## src/rtl/core/mnmc_pkg.sv

```systemverilog
// Shared types and constants for the mesh node mark and compact block.
`timescale 1ns / 1ps

package mnmc_pkg;

    localparam int NODE_W  = 17;           // node id / counter width
    localparam int CFG_W   = 17;           // config write data width
    localparam int PLANE_W = 34;           // dim_i * dim_j
    localparam int ID_W    = 35;           // widest structured corner id
    localparam int Q_DEPTH = 4;
    localparam int Q_PTR_W = 2;
    localparam int Q_CNT_W = 3;

    localparam logic [3:0] MAX_CORNERS = 4'd8;
    localparam logic [3:0] QUAD_CORNERS = 4'd4;
    localparam logic [3:0] HEX_CORNERS  = 4'd8;

    localparam logic [NODE_W-1:0] SAT17 = {NODE_W{1'b1}};
    localparam logic [31:0]       SAT32 = 32'hFFFF_FFFF;

    // request opcodes
    localparam logic [1:0] OP_START = 2'd0;
    localparam logic [1:0] OP_ELEM  = 2'd1;
    localparam logic [1:0] OP_SCAN  = 2'd2;

    // grid modes
    localparam logic [1:0] MODE_2D = 2'd0;
    localparam logic [1:0] MODE_3D = 2'd1;
    localparam logic [1:0] MODE_EXPLICIT = 2'd2;

    // config register indexes
    localparam logic [1:0] CFG_GRID_MODE = 2'd0;
    localparam logic [1:0] CFG_DIM_I     = 2'd1;
    localparam logic [1:0] CFG_DIM_J     = 2'd2;
    localparam logic [1:0] CFG_TARGET    = 2'd3;

    typedef struct packed {
        logic [1:0]        mode;
        logic [NODE_W-1:0] dim_i;
        logic [NODE_W-1:0] dim_j;
        logic [15:0]       target;
    } t_cfg;

    typedef enum logic [1:0] {
        K_START  = 2'd0,
        K_MARK   = 2'd1,
        K_SCAN   = 2'd2,
        K_REPORT = 2'd3
    } t_kind;

    // one back-end operation; the node index travels beside it
    typedef struct packed {
        t_kind       kind;
        logic        last;        // final op of a request: emit result
        logic        count_elem;  // element counted at its last op
        logic [3:0]  conn_add;    // corners referenced by the element
        logic        in_range;
        logic [15:0] scan_index;
    } t_uop;

endpackage

```

## src/rtl/core/mnmc_queue.sv

```systemverilog
// Short op queue between the front end and the mark memory back end.
`timescale 1ns / 1ps

module mnmc_queue import mnmc_pkg::*; #(
    parameter int IDX_W = 16
) (
    input  logic             i_clk,
    input  logic             i_rst_n,
    input  logic             i_push,
    input  t_uop             i_uop,
    input  logic [IDX_W-1:0] i_idx,
    output logic             o_full,
    input  logic             i_pop,
    output logic             o_valid,
    output t_uop             o_uop,
    output logic [IDX_W-1:0] o_idx
);

    t_uop               r_uop [Q_DEPTH];
    logic [IDX_W-1:0]   r_idx [Q_DEPTH];
    logic [Q_PTR_W-1:0] r_head, r_tail;
    logic [Q_CNT_W-1:0] r_count;

    assign o_full  = (r_count == Q_CNT_W'(Q_DEPTH));
    assign o_valid = (r_count != '0);
    assign o_uop   = r_uop[r_head];
    assign o_idx   = r_idx[r_head];

    always_ff @(posedge i_clk) begin
        if (!i_rst_n) begin
            r_head  <= '0;
            r_tail  <= '0;
            r_count <= '0;
        end else begin
            if (i_push) begin
                r_tail <= r_tail + Q_PTR_W'(1);
            end
            if (i_pop) begin
                r_head <= r_head + Q_PTR_W'(1);
            end
            r_count <= r_count + Q_CNT_W'(i_push) - Q_CNT_W'(i_pop);
        end
    end

    always_ff @(posedge i_clk) begin
        if (i_push) begin
            r_uop[r_tail] <= i_uop;
            r_idx[r_tail] <= i_idx;
        end
    end

endmodule

```

## config.mk

```make
export PLATFORM = sky130hd
export DESIGN_NAME = mnmc_queue
export DESIGN_NICKNAME = d
export VERILOG_FILES = /design/src/rtl/core/mnmc_pkg.sv /design/src/rtl/core/mnmc_queue.sv
export SDC_FILE = /design/constraint.sdc
export NUM_CORES = 1
export LEC_CHECK = 0
export BUFFER_PORTS_ARGS = -buffer_cell sky130_fd_sc_hd__buf_2
export CAP_MARGIN = 20
export CORE_MARGIN = 2
export CORE_UTILIZATION = 51
export CTS_CLUSTER_DIAMETER = 40
export CTS_CLUSTER_SIZE = 28
export DETAILED_ROUTE_END_ITERATION = 10
export PLACE_DENSITY_LB_ADDON = 0.08
export SLEW_MARGIN = 20
export SYNTH_ARGS = -nofsm -noshare
export SYNTH_HDL_FRONTEND = slang
export SYNTH_SLANG_ARGS = --single-unit
```

## constraint.sdc

```tcl
create_clock -name i_clk -period 2 [get_ports i_clk]
set_input_delay 0.4 -clock i_clk [delete_from_list [all_inputs] [get_ports i_clk]]
set_output_delay 0.4 -clock i_clk [all_outputs]
set_load 0.01 [all_outputs]
```

Word level (Yosys, flattened, before mapping) --
Memory sizes are Yosys's and may differ from the RTL's. A register that Yosys moved wholly into a read port is not among the register bits. Index checks and enable logic that the tools add are counted.
Word-level totals: register bits after elaboration 7, RAM bits 164, bits of input ports 45, output and inout bits 43, memories kept 2
Operators by class: add/sub/neg operators 4, eq/ne operators 1, multiplexer cells 6, reductions and logical operators 1
Memory list:
- r_uop | depth 4, width 25, read ports 1, clocked after Yosys merged registers in 1, write ports 1, line mnmc_queue.sv:19 | t_uop r_uop [Q_DEPTH];
- r_idx | depth 4, width 16, read ports 1, clocked after Yosys merged registers in 1, write ports 1, line mnmc_queue.sv:20 | logic [IDX_W-1:0] r_idx [Q_DEPTH];
Operator list (count):
- $mux W2 | 4
- $add A2 B1 Y2 const B | 2
- $add A3 B1 Y3 | 1
- $eq A3 B3 Y1 const B | 1
- $reduce_bool A3 Y1 | 1
- $sub A3 B1 Y3 | 1
- $mux W1 | 2

Longest topological paths before layout --
Gate-level depths: netlist of the first run.
depth in word-level cells 3, depth in mapped cells 7

Worst setup path after synthesis of the first run --
OpenSTA, ideal clock, no wires.
path type flip-flop to flip-flop, from register r_tail[0], to memory r_idx[2][0], enable pin, arrival 1.533 ns, setup slack 0.065 ns, stages on the path, launching flop included 4, path through dfxtp_1 > inv_1 > ha_1 > and2_1
RTL lines:
- start: declaration | line mnmc_queue.sv:21 | logic [Q_PTR_W-1:0] r_head, r_tail;
- start signal: assignment | line mnmc_queue.sv:36 | r_tail <= r_tail + Q_PTR_W'(1);
- end: declaration | line mnmc_queue.sv:20
No word-level cell before the write port.

==> results of run 1 <==
==> critical path, cell delays in order (launching register included) <==
cell and delay [ps]:
dfxtp_4 400, buf_12 190, mux4_2 550, buf_6 140
==> metal layers <==
layer  share of wire [%]  wire, um  vias up
met5                   0         0        -
met4                 1.4       147        0
met3                 5.2       555       12
met2                  49      5280       72
met1                  44      4720     1504
li1                    -         -     1303
==> where the power goes <==
part	internal (mW)	total, mW	switching (mW)
clock	1.86	3.09	1.22
sequential	4.16	4.22	0.0571
combinational	0.511	0.945	0.435
==> cells in the mapped netlist <==
cell type,count,share of area [%]
nor2_1,5,0.29
ha_1,6,1.2
fa_1,1,0.31
nand3b_1,1,0.12
edfxtp_1,164,77
a21oi_1,1,0.078
and2_1,6,0.59
dfxtp_1,9,2.8
mux4_2,40,14
buf_6,1,0.18
xor3_1,1,0.37
buf_12,4,1.2
inv_1,7,0.41
mux4_1,1,0.41
or3_1,1,0.098
mux2i_1,1,0.16
buf_1,1,0.058
a21bo_2,1,0.16
xnor2_1,2,0.27
buf_2,4,0.31
and3_1,1,0.098
==> path summary, 6_finish.rpt <==
kind / cells past startpoint / slack [ps] / startpoint / endpoint
worst min-delay path: 1 / 200 / i_uop[3] / r_uop[0][3]
worst max register to register: 7 / 230 / r_count[0] / r_count[2]
worst min register to register: 2 / 520 / r_head[1] / register
worst max-delay path: 3 / -90 / register / o_idx[12]
==> state kept, by name (all words and copies together) (netlist names), named ones only <==
name     cells
r_idx       64
r_count      3
r_uop      100
r_head       2
r_tail       2
==> metrics by stage <==
step	hold slack, ps	power [mW]	cells
3_5_place_dp	519	5.15	518
4_1_cts	178	8.30	550
3_3_place_gp	518	5.12	518
2_1_floorplan	499	4.81	258
5_1_grt	180	8.56	550
6_report	198	8.25	550
==> area by class of cell <==
type / instances / area (um2)
clock buffer: 27 / 546
clock inverter: 5 / 27.5
fill: 826 / 4280
inverter: 7 / 26.3
multi-input combinational: 68 / 1170
sequential: 173 / 5110
tap: 168 / 210
timing repair buffer: 102 / 792
==> logic make-up (layout without fill, tap and decap cells) <==
family	count (synthesis)	after routing	share of synthesized area, %
compound gates	2	2	0.234
simple gates	14	14	1.19
buf+inv	17	141	2.21
flops	173	173	79.6
fa+ha+maj	7	7	1.48
mux	42	42	14.6
xor+xnor	3	3	0.644
==> results.json, run 1 <==
{
  "ys_seq_elements": 173,
  "drtPass1Iterations": 4,
  "area_growth_pct": 22.9,
  "hold_class": "input port to register",
  "grt_use_total_pct": 17.3,
  "nets": 421,
  "antenna_found_initial": 2,
  "synth_warnings": 0,
  "setup_viol": 40,
  "vias": 2891,
  "grt_pass1_wl_um": 16500,
  "design_area_mm2": 0.00788,
  "hold_buffers": 0,
  "initial_core_util_pct": 52.7,
  "leakage_nw": 2.74,
  "grtUsageMet2_pct": 26.9,
  "io_buffers": 87,
  "crit_type": "register to primary output",
  "gr-total-overflow": 0,
  "ant_nets": 0,
  "violations": "negative setup slack",
  "synth.cell_area_mm2": 0.00641,
  "tightestPinTransition_ps": 249,
  "maxSlewHeadroom_pct": 83.4,
  "die_h_um": 116,
  "die_w_um": 116,
  "cts_tree": "done",
  "place_hpwl_um": 6600,
  "layout-drive-gt1-share_pct": 46.3,
  "fin_crit_ps": 2090,
  "ios": 88,
  "power_density_mw_per_mm2": 1050,
  "drt-initial-drc-count": 308,
  "synthesis.nets": 310,
  "ys_types": 21,
  "gr-usage-met1_pct": 23.2,
  "fin_skew_ps": 6.95,
  "final.setup.tns_ps": -2310,
  "final_common_cell": "edfxtp_1",
  "met3_usage_pct": 5.66,
  "row_count": 40,
  "crit_path_end_kind": "primary output",
  "ir_drop_v": 0.000644,
  "cts_resized": 15,
  "core-area_mm2": 0.0122,
  "dieArea_mm2": 0.0135,
  "start_kind": "register",
  "antenna_cells": 0,
  "dpl_worst_slack_ps": 44.3,
  "first_global_vias": 3000,
  "via_per_inst": 5.26,
  "postLayoutCoreUtil_pct": 64.8,
  "status": "complete, but fails checks",
  "rsz0062_at_grt": "true",
  "synthCells": 258,
  "wirelength_um": 10700,
  "fin_ws_ps": -92.9,
  "clock.fmax_mhz": 478,
  "cts_buffers": 17,
  "syn_area_per_cell_um2": 24.8,
  "final_cell_mix": "edfxtp_1 (164), buf_2 (60), mux4_2 (40), buf_6 (27), clkbuf_16 (19)",
  "arrival_ps": 1690,
  "ys_seq_area_share_pct": 79.6,
  "period_share_pct": 105,
  "clock_latency_ps": 420,
  "hold_viol_final": 0,
  "cts_setup_buffers": 0,
  "cts_buffer_depth": 2,
  "drc": 0,
  "worst-path-max-fanout": 16,
  "gp_congestion": 0.656,
  "routedWlPerCell_um": 19.5,
  "cap_violations": 0,
  "clkTransAtPathRegs_ps": 60,
  "cts_num_sinks": 173,
  "grt_max_degree": 30,
  "grt_busiest_layer": "met2",
  "clockRootBuffer": "clkbuf_16",
  "crit_required_ps": 1600,
  "slew_violations": 0,
  "cts-htree-levels": 4,
  "postPlaceCellArea_mm2": 0.00714
}
(Power assumes the default switching activity.)
==> run 2, diff against run 1 <==
--- a/config.mk
+++ b/config.mk
@@ -8,7 +8,7 @@
 export BUFFER_PORTS_ARGS = -buffer_cell sky130_fd_sc_hd__buf_2
 export CAP_MARGIN = 20
 export CORE_MARGIN = 2
-export CORE_UTILIZATION = 51
+export CORE_UTILIZATION = 37
 export CTS_CLUSTER_DIAMETER = 40
 export CTS_CLUSTER_SIZE = 28
 export DETAILED_ROUTE_END_ITERATION = 10
==> results.json, run 2 (same netlist as run 1, synthesis figures left out) <==
{
  "via_per_inst": 4.69,
  "clock.fmax_mhz": 472,
  "finalNonFillerCells": 609,
  "fin_crit_ps": 2120,
  "worstPathCellList": "buf_4 > mux4_2 > buf_6",
  "switching_share_pct": 21.3,
  "clkTransAtPathRegs_ps": 60,
  "ant_nets": 0,
  "cts_tree": "done",
  "dieArea_mm2": 0.0184,
  "row_count": 48,
  "dp_cells": 574,
  "reg_top3": "r_uop x100, r_idx x64, r_count x3",
  "routedWlPerCell_um": 18.9,
  "core-area_mm2": 0.0171,
  "cts-htree-levels": 4,
  "grt_pass1_wl_um": 17600,
  "io_buffers": 87,
  "ir_drop_v": 0.000640,
  "die_w_um": 136,
  "setup_viol": 41,
  "clockRootBuffer": "clkbuf_16",
  "largest-register": "r_uop",
  "slew_violations": 0,
  "vias": 2857,
  "final_common_cell": "edfxtp_1",
  "initial_core_util_pct": 37.5,
  "clock_latency_ps": 420,
  "place_hpwl_um": 6710,
  "layout-drive-gt1-share_pct": 46.1,
  "crit_path_end_kind": "primary output",
  "fin_ws_ps": -119,
  "nets": 421,
  "dpl_worst_slack_ps": 86.0,
  "power.share.sequential_pct": 50.2,
  "largest_reg_flops": 100,
  "p_clk_share_pct": 38.5,
  "power_switching_mw": 1.79,
  "hold_viol_final": 0,
  "grt_use_total_pct": 13.4,
  "antenna_found_initial": 2,
  "ios": 88,
  "final_cell_mix": "edfxtp_1 (164), buf_2 (61), mux4_2 (41), buf_6 (26), clkbuf_16 (18)",
  "die_h_um": 136,
  "slowest_stage": "mux4_2",
  "start_kind": "register",
  "wirelength_um": 11500,
  "period_share_pct": 106,
  "grt_max_degree": 28,
  "cts_buffer_depth": 2,
  "leakage_nw": 2.73,
  "slowest_delay_ps": 540,
  "drtPass1Iterations": 4,
  "cts_buffers": 17,
  "crit_type": "register to primary output",
  "worst-path-max-fanout": 6,
  "crit_required_ps": 1600,
  "power_density_mw_per_mm2": 1050,
  "drc": 0,
  "status": "complete, but fails checks",
  "maxSlewHeadroom_pct": 73.2,
  "rsz0062_at_grt": "true",
  "arrival_ps": 1720,
  "first_global_vias": 3108,
  "gr-total-overflow": 0,
  "fin_skew_ps": 6.98,
  "cap_violations": 0,
  "drt-initial-drc-count": 209,
  "violations": "negative setup slack",
  "intPower_mw": 6.61,
  "cts_num_sinks": 173,
  "area_growth_pct": 24.2,
  "hold_class": "input port to register",
  "power.share.combinational_pct": 11.3,
  "tightestPinTransition_ps": 402,
  "gp_congestion": 0.638
}
## run 2: cell types whose count changed in the layout (fill, tap and decap cells not counted), sizes merged
cell,before,now
clkinvlp,1,2
bufinv,0,3
buf,102,101
diode,0,2
clkbuf,27,19
clkinv,4,9
## run 2: power by group through the flow
| stage | combinational, mW | clock, mW | sequential (mW) |
|---|---|---|---|
| after floorplan | 0.531 | 0 | 4.28 |
| after global placement | 0.857 | 0 | 4.28 |
| after detailed placement | 0.862 | 0 | 4.29 |
| after CTS | 0.928 | 3.32 | 4.21 |
| after global routing | 1.04 | 3.45 | 4.23 |
| final | 0.951 | 3.23 | 4.21 |
## run 2: cell type report
| type | instances | area [um2] |
|---|---|---|
| flip-flops and latches | 173 | 5110 |
| clock inverters | 14 | 151 |
| inverters | 7 | 26.3 |
| clock buffers | 18 | 429 |
| multi-input cells | 68 | 1170 |
| diodes | 2 | 5.00 |
| fillers | 1478 | 9160 |
| repair buffers | 102 | 791 |
| well taps | 225 | 282 |
## run 2: timing repair
item | 4_1_cts | 5_1_grt
pin swaps | 0 | 0
cloned | 0 | 1
setup buffers | 1 | 0
hold buffers | 0 | 0
hold endpoints to repair | 0 | 0
endpoints found under the setup margin | 41 | 41
resized for setup | 18 | 12
## run 2: worst paths after layout
check	start	endpoint	slack (ps)	cells after the start
hold reg to reg	r_head[1]	register	530	2
hold / removal	i_uop[20]	r_uop[2][20]	200	1
setup / recovery	register	o_uop[20]	-120	3
setup reg to reg	r_count[0]	r_count[2]	270	7
## run 2: routing by layer
layer | vias up | GRT usage [%] | share of wire, %
met5 | - | 0 | 0
met4 | 0 | 5.03 | 1.2
met3 | 8 | 4.60 | 5.5
met2 | 78 | 20.4 | 47
met1 | 1469 | 17.8 | 46
li1 | 1302 | - | -
## run 2: worst max-delay path, delay by kind of cell (launching register included)
family,cells,cell delay [ps]
mux,1,540
flops,1,410
buf+inv,2,350
## run 2: stage by stage
step                utilization, %  TNS, ps  hold WS (ps)  power, mW  instance area [um2]
finish                        46.5    -3410           199       8.40                 7960
global route                  46.5    -6850           180       8.72                 7960
CTS                           46.0    -4800           177       8.46                 7870
detailed placement            42.0        0           532       5.15                 7190
global placement              42.0        0           522       5.14                 7190
floorplan                        -        0           499       4.81                 6410
