--- config.mk ---
export PLATFORM = sky130hd
export DESIGN_NAME = mnmc_front
export DESIGN_NICKNAME = d
export VERILOG_FILES = /design/src/rtl/core/mnmc_pkg.sv /design/src/rtl/core/mnmc_front.sv
export SDC_FILE = /design/constraint.sdc
export NUM_CORES = 1
export LEC_CHECK = 0
export ABC_CLOCK_PERIOD_IN_PS = 26600
export BUFFER_PORTS_ARGS = -buffer_cell sky130_fd_sc_hd__buf_2
export CAP_MARGIN = 10
export CELL_PAD_IN_SITES_DETAIL_PLACEMENT = 1
export CELL_PAD_IN_SITES_GLOBAL_PLACEMENT = 2
export CORE_MARGIN = 10
export CORE_UTILIZATION = 43
export DETAILED_ROUTE_END_ITERATION = 8
export HOLD_SLACK_MARGIN = 0.02
export PLACE_DENSITY = 0.85
export SETUP_SLACK_MARGIN = 0.5
export SLEW_MARGIN = 20
export SYNTH_ARGS = -nofsm -noshare
export SYNTH_HDL_FRONTEND = slang
export SYNTH_SLANG_ARGS = --single-unit
--- constraint.sdc ---
create_clock -name i_clk -period 26.6 [get_ports i_clk]
set_input_delay 5.32 -clock i_clk [delete_from_list [all_inputs] [get_ports i_clk]]
set_output_delay 5.32 -clock i_clk [all_outputs]
set_load 0.05 [all_outputs]
--- src/rtl/core/mnmc_pkg.sv ---
// Shared types and constants for the mesh node mark and compact block.
`timescale 1ns / 1ps

package mnmc_pkg;

    localparam int NODE_W  = 17;           // node id / counter width
    localparam int CFG_W   = 17;           // config write data width
    localparam int PLANE_W = 34;           // dim_i * dim_j
    localparam int ID_W    = 35;           // widest structured corner id
    localparam int Q_DEPTH = 4;
    localparam int Q_PTR_W = 2;
    localparam int Q_CNT_W = 3;

    localparam logic [3:0] MAX_CORNERS = 4'd8;
    localparam logic [3:0] QUAD_CORNERS = 4'd4;
    localparam logic [3:0] HEX_CORNERS  = 4'd8;

    localparam logic [NODE_W-1:0] SAT17 = {NODE_W{1'b1}};
    localparam logic [31:0]       SAT32 = 32'hFFFF_FFFF;

    // request opcodes
    localparam logic [1:0] OP_START = 2'd0;
    localparam logic [1:0] OP_ELEM  = 2'd1;
    localparam logic [1:0] OP_SCAN  = 2'd2;

    // grid modes
    localparam logic [1:0] MODE_2D = 2'd0;
    localparam logic [1:0] MODE_3D = 2'd1;
    localparam logic [1:0] MODE_EXPLICIT = 2'd2;

    // config register indexes
    localparam logic [1:0] CFG_GRID_MODE = 2'd0;
    localparam logic [1:0] CFG_DIM_I     = 2'd1;
    localparam logic [1:0] CFG_DIM_J     = 2'd2;
    localparam logic [1:0] CFG_TARGET    = 2'd3;

    typedef struct packed {
        logic [1:0]        mode;
        logic [NODE_W-1:0] dim_i;
        logic [NODE_W-1:0] dim_j;
        logic [15:0]       target;
    } t_cfg;

    typedef enum logic [1:0] {
        K_START  = 2'd0,
        K_MARK   = 2'd1,
        K_SCAN   = 2'd2,
        K_REPORT = 2'd3
    } t_kind;

    // one back-end operation; the node index travels beside it
    typedef struct packed {
        t_kind       kind;
        logic        last;        // final op of a request: emit result
        logic        count_elem;  // element counted at its last op
        logic [3:0]  conn_add;    // corners referenced by the element
        logic        in_range;
        logic [15:0] scan_index;
    } t_uop;

endpackage

--- src/rtl/core/mnmc_front.sv ---
// Front end: accepts requests, derives corner ids and issues back-end ops.
`timescale 1ns / 1ps

module mnmc_front import mnmc_pkg::*; #(
    parameter int NODES = 65536
) (
    input  logic                        i_clk,
    input  logic                        i_rst_n,
    input  t_cfg                        i_cfg,
    input  logic                        i_start,
    output logic                        o_busy,
    input  logic                        i_clearing,
    input  logic [1:0]                  i_op,
    input  logic [15:0]                 i_elem_subvolume,
    input  logic [3:0]                  i_corner_count,
    input  logic [NODE_W-1:0]           i_node [8],
    input  logic [15:0]                 i_scan_index,
    input  logic                        i_q_full,
    output logic                        o_push,
    output t_uop                        o_uop,
    output logic [$clog2(NODES)-1:0]    o_idx
);

    localparam int IDX_W = $clog2(NODES);
    localparam logic [ID_W-1:0] NODES_ID = ID_W'(NODES);

    typedef enum logic [2:0] {
        F_IDLE   = 3'b001,
        F_PREP   = 3'b010,
        F_EXPAND = 3'b100
    } t_fstate;

    t_fstate            r_state, n_state;
    logic [1:0]         r_op;
    logic [15:0]        r_sub;
    logic [3:0]         r_cnt;
    logic [NODE_W-1:0]  r_node [8];
    logic [15:0]        r_scan;
    logic               r_struct;
    logic [3:0]         r_n;
    logic [2:0]         r_j;
    logic [ID_W-1:0]    r_base [4];
    logic [PLANE_W-1:0] r_plane;

    logic            accept;
    logic            match;
    logic            structured;
    logic [3:0]      n_count;
    logic            load_base;
    logic            adv_j;
    logic [ID_W-1:0] t_id, r_id, p_id;
    logic [ID_W-1:0] base;
    logic            inc;
    logic [ID_W-1:0] idx_full;
    logic [ID_W-1:0] scan_ext;

    assign o_busy = (r_state != F_IDLE) || i_clearing;
    assign accept = i_start && !o_busy;

    assign match      = (r_op == OP_ELEM) && (r_sub == i_cfg.target);
    assign structured = (i_cfg.mode == MODE_2D) || (i_cfg.mode == MODE_3D);
    assign t_id       = ID_W'(r_node[0]);
    assign r_id       = ID_W'(i_cfg.dim_i);
    assign p_id       = ID_W'(r_plane);
    assign scan_ext   = ID_W'(r_scan);

    always_comb begin
        if (structured) begin
            n_count = (i_cfg.mode == MODE_2D) ? QUAD_CORNERS : HEX_CORNERS;
        end else if (r_cnt > MAX_CORNERS) begin
            n_count = MAX_CORNERS;
        end else begin
            n_count = r_cnt;
        end
    end

    // corner j: bases are t, t+r, t+p, t+p+r; corners 1, 2, 5 and 6 add one; explicit ids pass through
    always_comb begin
        base = t_id;
        inc  = 1'b0;
        if (r_struct) begin
            case (r_j)
                3'd0: begin base = r_base[0]; inc = 1'b0; end
                3'd1: begin base = r_base[0]; inc = 1'b1; end
                3'd2: begin base = r_base[1]; inc = 1'b1; end
                3'd3: begin base = r_base[1]; inc = 1'b0; end
                3'd4: begin base = r_base[2]; inc = 1'b0; end
                3'd5: begin base = r_base[2]; inc = 1'b1; end
                3'd6: begin base = r_base[3]; inc = 1'b1; end
                3'd7: begin base = r_base[3]; inc = 1'b0; end
                default: begin base = r_base[0]; inc = 1'b0; end
            endcase
        end else begin
            base = ID_W'(r_node[r_j]);
        end
    end

    // 0-based index is id - 1, so an increment cancels the decrement
    assign idx_full = inc ? base : base - ID_W'(1);

    always_comb begin
        n_state   = r_state;
        o_push    = 1'b0;
        o_uop     = '0;
        o_idx     = '0;
        load_base = 1'b0;
        adv_j     = 1'b0;
        unique case (r_state)
            F_IDLE: begin
                if (accept) begin
                    n_state = F_PREP;
                end
            end
            F_PREP: begin
                if (match && n_count != 4'd0) begin
                    load_base = 1'b1;
                    n_state   = F_EXPAND;
                end else if (!i_q_full) begin
                    o_push           = 1'b1;
                    o_uop.last       = 1'b1;
                    o_uop.count_elem = match;
                    o_uop.scan_index = r_scan;
                    o_uop.in_range   = scan_ext < NODES_ID;
                    o_idx            = scan_ext[IDX_W-1:0];
                    if (r_op == OP_START) begin
                        o_uop.kind = K_START;
                    end else if (r_op == OP_SCAN) begin
                        o_uop.kind = K_SCAN;
                    end else begin
                        o_uop.kind = K_REPORT;
                    end
                    n_state = F_IDLE;
                end
            end
            F_EXPAND: begin
                if (!i_q_full) begin
                    o_push           = 1'b1;
                    adv_j            = 1'b1;
                    o_uop.kind       = K_MARK;
                    o_uop.last       = ({1'b0, r_j} == (r_n - 4'd1));
                    o_uop.count_elem = 1'b1;
                    o_uop.conn_add   = r_n;
                    o_uop.in_range   = inc ? (base < NODES_ID)
                                           : ((base != '0) && (base <= NODES_ID));
                    o_idx            = idx_full[IDX_W-1:0];
                    if (o_uop.last) begin
                        n_state = F_IDLE;
                    end
                end
            end
            default: n_state = F_IDLE;
        endcase
    end

    always_ff @(posedge i_clk) begin
        if (!i_rst_n) begin
            r_state <= F_IDLE;
            r_j     <= '0;
        end else begin
            r_state <= n_state;
            if (load_base) begin
                r_j <= '0;
            end else if (adv_j) begin
                r_j <= r_j + 3'd1;
            end
        end
    end

    always_ff @(posedge i_clk) begin
        r_plane <= PLANE_W'(i_cfg.dim_i) * PLANE_W'(i_cfg.dim_j);
        if (accept) begin
            r_op   <= i_op;
            r_sub  <= i_elem_subvolume;
            r_cnt  <= i_corner_count;
            r_node <= i_node;
            r_scan <= i_scan_index;
        end
        if (load_base) begin
            r_struct  <= structured;
            r_n       <= n_count;
            r_base[0] <= t_id;
            r_base[1] <= t_id + r_id;
            r_base[2] <= t_id + p_id;
            r_base[3] <= t_id + p_id + r_id;
        end
    end

endmodule

# Yosys cells after proc, flatten, opt, wreduce, memory -nomap -nowiden
# Memories as Yosys holds them, arrays and structs flattened.
# Cells that the tools add are included.
# word_totals
memories	1
ramBits	140
ff_bits	219
elab_cells	113
out_inout_bits	43
inputBits	231
# classes
n_reduce_logical	20
n_eq_ne	20
n_lt_le_gt_ge	5
n_bitwise	2
mux	41
n_mul	1
addsub	6
# memory_table
name	words	width	rd	rd_ports_with_merged_regs	wr	line_no	source
r_base	4	35	4	0	4	mnmc_front.sv:42	logic [ID_W-1:0] r_base [4];
# ops
operator	n
$pmux W35 S4	1
$mux W16	5
$mux W17	4
$bmux W17 S3	1
$add A17 B34 Y35	1
$add A35 B17 Y35	1
$le A35 B17 Y1 const B	1
$lt A35 B17 Y1 const B	1
$mux W35	1
$reduce_bool A35 Y1	1
$mul A17 B17 Y34	1
$pmux W16 S2	1
$mux W4	6
$add A17 B17 Y18	1
$lt A16 B17 Y1 const B	1
$eq A16 B16 Y1	1
$sub A16 B1 Y16 const B	1
$eq A3 B3 Y1 const B	5
$mux W3	5
$mux W1	10
$reduce_or A2 Y1	5
$eq A3 B2 Y1 const B	3
$pmux W3 S3	1
$mux W8	1
24 further kinds	36

# Logic depth before layout (Yosys ltp)
# logic_depth
ltp_word	10
ltp_mapped	24
mapped_depth_nobuf	23

# Least setup slack after synthesis
# No wires, ideal clock.
# synth_timing
path_kind	input-to-reg
from	in i_cfg[11] (netlist name)
to	reg r_state[0]
setup_time_ps	636
required_ps	25964
path_buffers	0
path_slack_ps	7694
stages	6
arrival_time_ps	18271
cell_sequence	xor2_1 > nor4_1 > nand4b_1 > or4_1 > nor4b_1 > o221ai_1
# synth_between
elab_chain_len	5
word_cells_on_any_way	7
classes_between	eq/ne: 2; mux: 2; reduce/logical: 3
# synth_lines
item	line_no	source
from (decl)	mnmc_front.sv:9	input t_cfg i_cfg,
$eq A16 B16 Y1 (*)	mnmc_front.sv:60	assign match = (r_op == OP_ELEM) && (r_sub == i_cfg.target);
$logic_and A1 B1 Y1 (*)	mnmc_front.sv:60	
$logic_and A1 B1 Y1 (*)	mnmc_front.sv:115	if (match && n_count != 4'd0) begin
$ne A3 B3 Y1 (no line) or $mux W3 (tied branches)	n/a	
$reduce_and A4 Y1 (no line) or $pmux W3 S3 (tied branches)	n/a	
to (signal assigned)	mnmc_front.sv:160	r_state <= n_state;
to (decl)	mnmc_front.sv:33	t_fstate r_state, n_state;
# Mark *: on every way between the ends. The rest lies on a longest branch, timed or not.
# A chain may end at the register's enable or synchronous reset.

==> impl_metrics.env <==
export IMPL_tightest_slew_ns=1.08
export IMPL_wirelength_um=68100
export IMPL_reg2regPathDepth=17
export IMPL_criticalPathCategory="input pin to primary output"
export IMPL_num_rows=87
export IMPL_max_cap_viol_count=0
export IMPL_routed_via_count=17300
export IMPL_report_final_slew_viol_count=0
export IMPL_synth_warnings=0
export IMPL_timing_rr_end="r_base[3][33]"
export IMPL_synth_commonest_cells="inv_1, edfxtp_1, nand2_1"
export IMPL_clk_path_buf_depth=3
export IMPL_switching_power_mw=1.33
export IMPL_cts_root_buf="clkbuf_16"
export IMPL_die_y_um=259
export IMPL_fin_skew_ns=0.0226
export IMPL_required_ns=21.28
export IMPL_die_area_um2=67300
export IMPL_start_util_pct=43.5
export IMPL_synthTopCellsByArea="edfxtp_1, fa_1, ha_1"
export IMPL_grt_max_degree=77
export IMPL_grt_pass1_wl_um=107000
export IMPL_synth_top_cell_by_area="edfxtp_1"
export IMPL_placed_cell_area_um2=26700
export IMPL_synth_top_area_share_pct=34.6
export IMPL_cts_tree="done"
export IMPL_period_share_pct=49.8
export IMPL_layout_min_cycle_time_ns=13.25
export IMPL_reg2reg_slack_ns=21.22
export IMPL_worst_path_most_repeated_cell="buf_2"
export IMPL_critPathLaunchType="input pin"
export IMPL_min_path_type="flip-flop to flip-flop"
export IMPL_synth_edf_count=284
export IMPL_synth_seq_cells=324
export IMPL_drc=0
export IMPL_area_growth_pct=13.4
export IMPL_insertion_delay_ns=0.53
export IMPL_yosysUniqueCellTypes=80
export IMPL_dieWidth_um=259
export IMPL_synthCells=2205
export IMPL_grt_pass1_vias=19300
export IMPL_drt_vias_per_instance=5.34
export IMPL_cts_sinks=324
export IMPL_htreeDepth=2
export IMPL_setup_viol=0
export IMPL_drive_gt1_share_pct=15.7
export IMPL_switching_share_pct=42.9
export IMPL_io_pins=274
export IMPL_max_freq_ghz=0.0755
export IMPL_slowest_delay_ns=0.81
export IMPL_p_comb_share_pct=61.4
export IMPL_cts_setup_buffers=0
export IMPL_intPower_mw=1.77
export IMPL_critical_path_max_fanout=22
export IMPL_final_nets=3081
export IMPL_worstHoldStart="r_state[1]"
export IMPL_first_iter_violations=964
export IMPL_endpoint_kind="primary output"
export IMPL_crit_slowest_cell="nor2_1"
export IMPL_wl_per_cell_um=21.0
export IMPL_grt_overflow_total=0
export IMPL_rsz0062_at_grt="false"
export IMPL_final_area_um2=28000
export IMPL_hpwl_um=53500
export IMPL_crit_start="i_q_full"
export IMPL_cts_inserted_buffers=34
export IMPL_synthArstFlopShare_pct=0
export IMPL_cp_depth=7
export IMPL_clock_power_share_pct=16.2
export IMPL_grtUsageTotal_pct=20.1
export IMPL_crit_end="o_uop[16]"
export IMPL_ctsResizeCount=0
export IMPL_synth_most_common_cell="inv_1"
export IMPL_firstDrtPassIters=5
export IMPL_max_vdd_ir_drop_mv=0.114
export IMPL_p_seq_share_pct=22.4
export IMPL_fin_setup_tns_ns=0
export IMPL_critPathArrivalTime_ns=7.93
export IMPL_ant_nets=0
export IMPL_rr_startpoint="r_node[119]"
export IMPL_path_cells="buf_2, nor2_1, and2_1, o2111ai_1, a21oi_1, a221o_1, buf_2"
export IMPL_postSynthAreaPerCell_um2=11.2
export IMPL_core_area_um2=56600
export IMPL_path_buf_inv=2
export IMPL_status="complete, no violations"
export IMPL_syn_cell_area_um2=24600
export IMPL_grt_antenna_before_repair=1
export IMPL_port_buffers=273
export IMPL_synthFlopType="edfxtp_1"
export IMPL_cp_top_family="simple AND/OR/NAND/NOR gates"
export IMPL_clkTransAtPathRegs_ns=0.06
export IMPL_fillers=6180
export IMPL_p_leak_nw=12.3
export IMPL_cts_hold_fix_buffers=0
export IMPL_finalHoldViolations=0
export IMPL_maxSlewHeadroom_pct=27.5
export IMPL_holdWs_ns=0.579
export IMPL_gp_congestion=0.822
export IMPL_synth_fp_nets=2830
export IMPL_power_density_nw_per_um2=111
export IMPL_ys_seq_area_share_pct=37.9
## layer usage
| layer | global-route usage [%] | part of all wire (%) |
|---|---|---|
| met5 | 0 | 0 |
| met1 | 25.2 | 43 |
| met4 | 4.78 | 2.0 |
| met3 | 2.46 | 4.3 |
| met2 | 36.2 | 50 |
## flip-flops by register name, indices dropped and copies added (netlist names)
signal,cells
r_base,105
r_cnt,4
r_j,3
r_n,4
r_node,136
r_op,2
r_plane,34
r_scan,16
r_state,3
r_struct,1
r_sub,16
## cells by family (layout without fill, tap and decap cells)
logic type / Yosys count / in the layout / share of synthesized area (%)
AND/OR/NAND/NOR: 651 / 651 / 13.3
adder cells (fa/ha/maj): 394 / 394 / 26.9
buffers and inverters: 373 / 649 / 5.85
flip-flops: 324 / 324 / 37.9
AO/OA/AOI/OAI: 284 / 284 / 7.80
XOR/XNOR: 138 / 138 / 4.90
multiplexers: 41 / 41 / 3.40
other: 0 / 2 / 0
## power by group through the flow
stage	Clock [mW]	Sequential [mW]	Combinational, mW
after global placement	0	0.704	1.86
after detailed placement	0	0.706	1.92
after CTS	0.516	0.695	1.94
after global routing	0.535	0.699	2.20
final	0.503	0.695	1.91
after floorplan	0	0.698	1.45
## worst min path at each step
stage          slack [ns]  cells past startpoint            to
5_1_grt              0.62                      1    r_state[1]
4_1_cts              0.58                      1    r_state[1]
2_1_floorplan        0.48                      0  r_base[0][0]
6_report             0.58                      1    r_state[1]
3_5_place_dp         0.57                      1    r_state[1]
3_3_place_gp         0.55                      1    r_state[1]
## area by class of cell
cell class | instances | area [um2] | share of cell area (%)
Tap cell | 756 | 946 | 3.38
Timing Repair Buffer | 283 | 1450 | 5.20
Clock buffer | 48 | 988 | 3.54
Sequential cell | 324 | 9330 | 33.4
Clock inverter | 13 | 194 | 0.694
Antenna cell | 2 | 5.00 | 0.0179
Inverter | 305 | 1140 | 4.10
Multi-Input combinational cell | 1508 | 13900 | 49.7
## cell usage in the layout (no fill, tap or decap), types with 11 or more instances in the layout
cell       instances
ha_1             167
edfxtp_1         284
nor2b_1           16
o21a_1            13
fa_1             227
xnor2_1           87
o21ai_0           47
and3_1            29
xor2_1            51
nand3_1           39
nor2_1            73
dfxtp_1           38
and2_1           135
buf_2            273
a21o_1            38
clkbuf_16         38
o21bai_1          12
mux4_2            34
inv_1            304
nand2_1          246
nor3_1            32
nand2b_1          14
a21oi_1           78
nor4_1            11
## through the flow
step                      std cells  utilization [%]  power, mW  setup WS, ns
final                          3239             49.4       3.10         13.35
after global routing           3238             49.4       3.43         13.12
after CTS                      3236             49.3       3.15         13.40
after detailed placement       3175             47.2       2.63         13.42
after global placement         3175             47.2       2.56         13.53
after floorplan                2205                -       2.15          7.69
No activity file was read; power rests on OpenSTA's default activity.
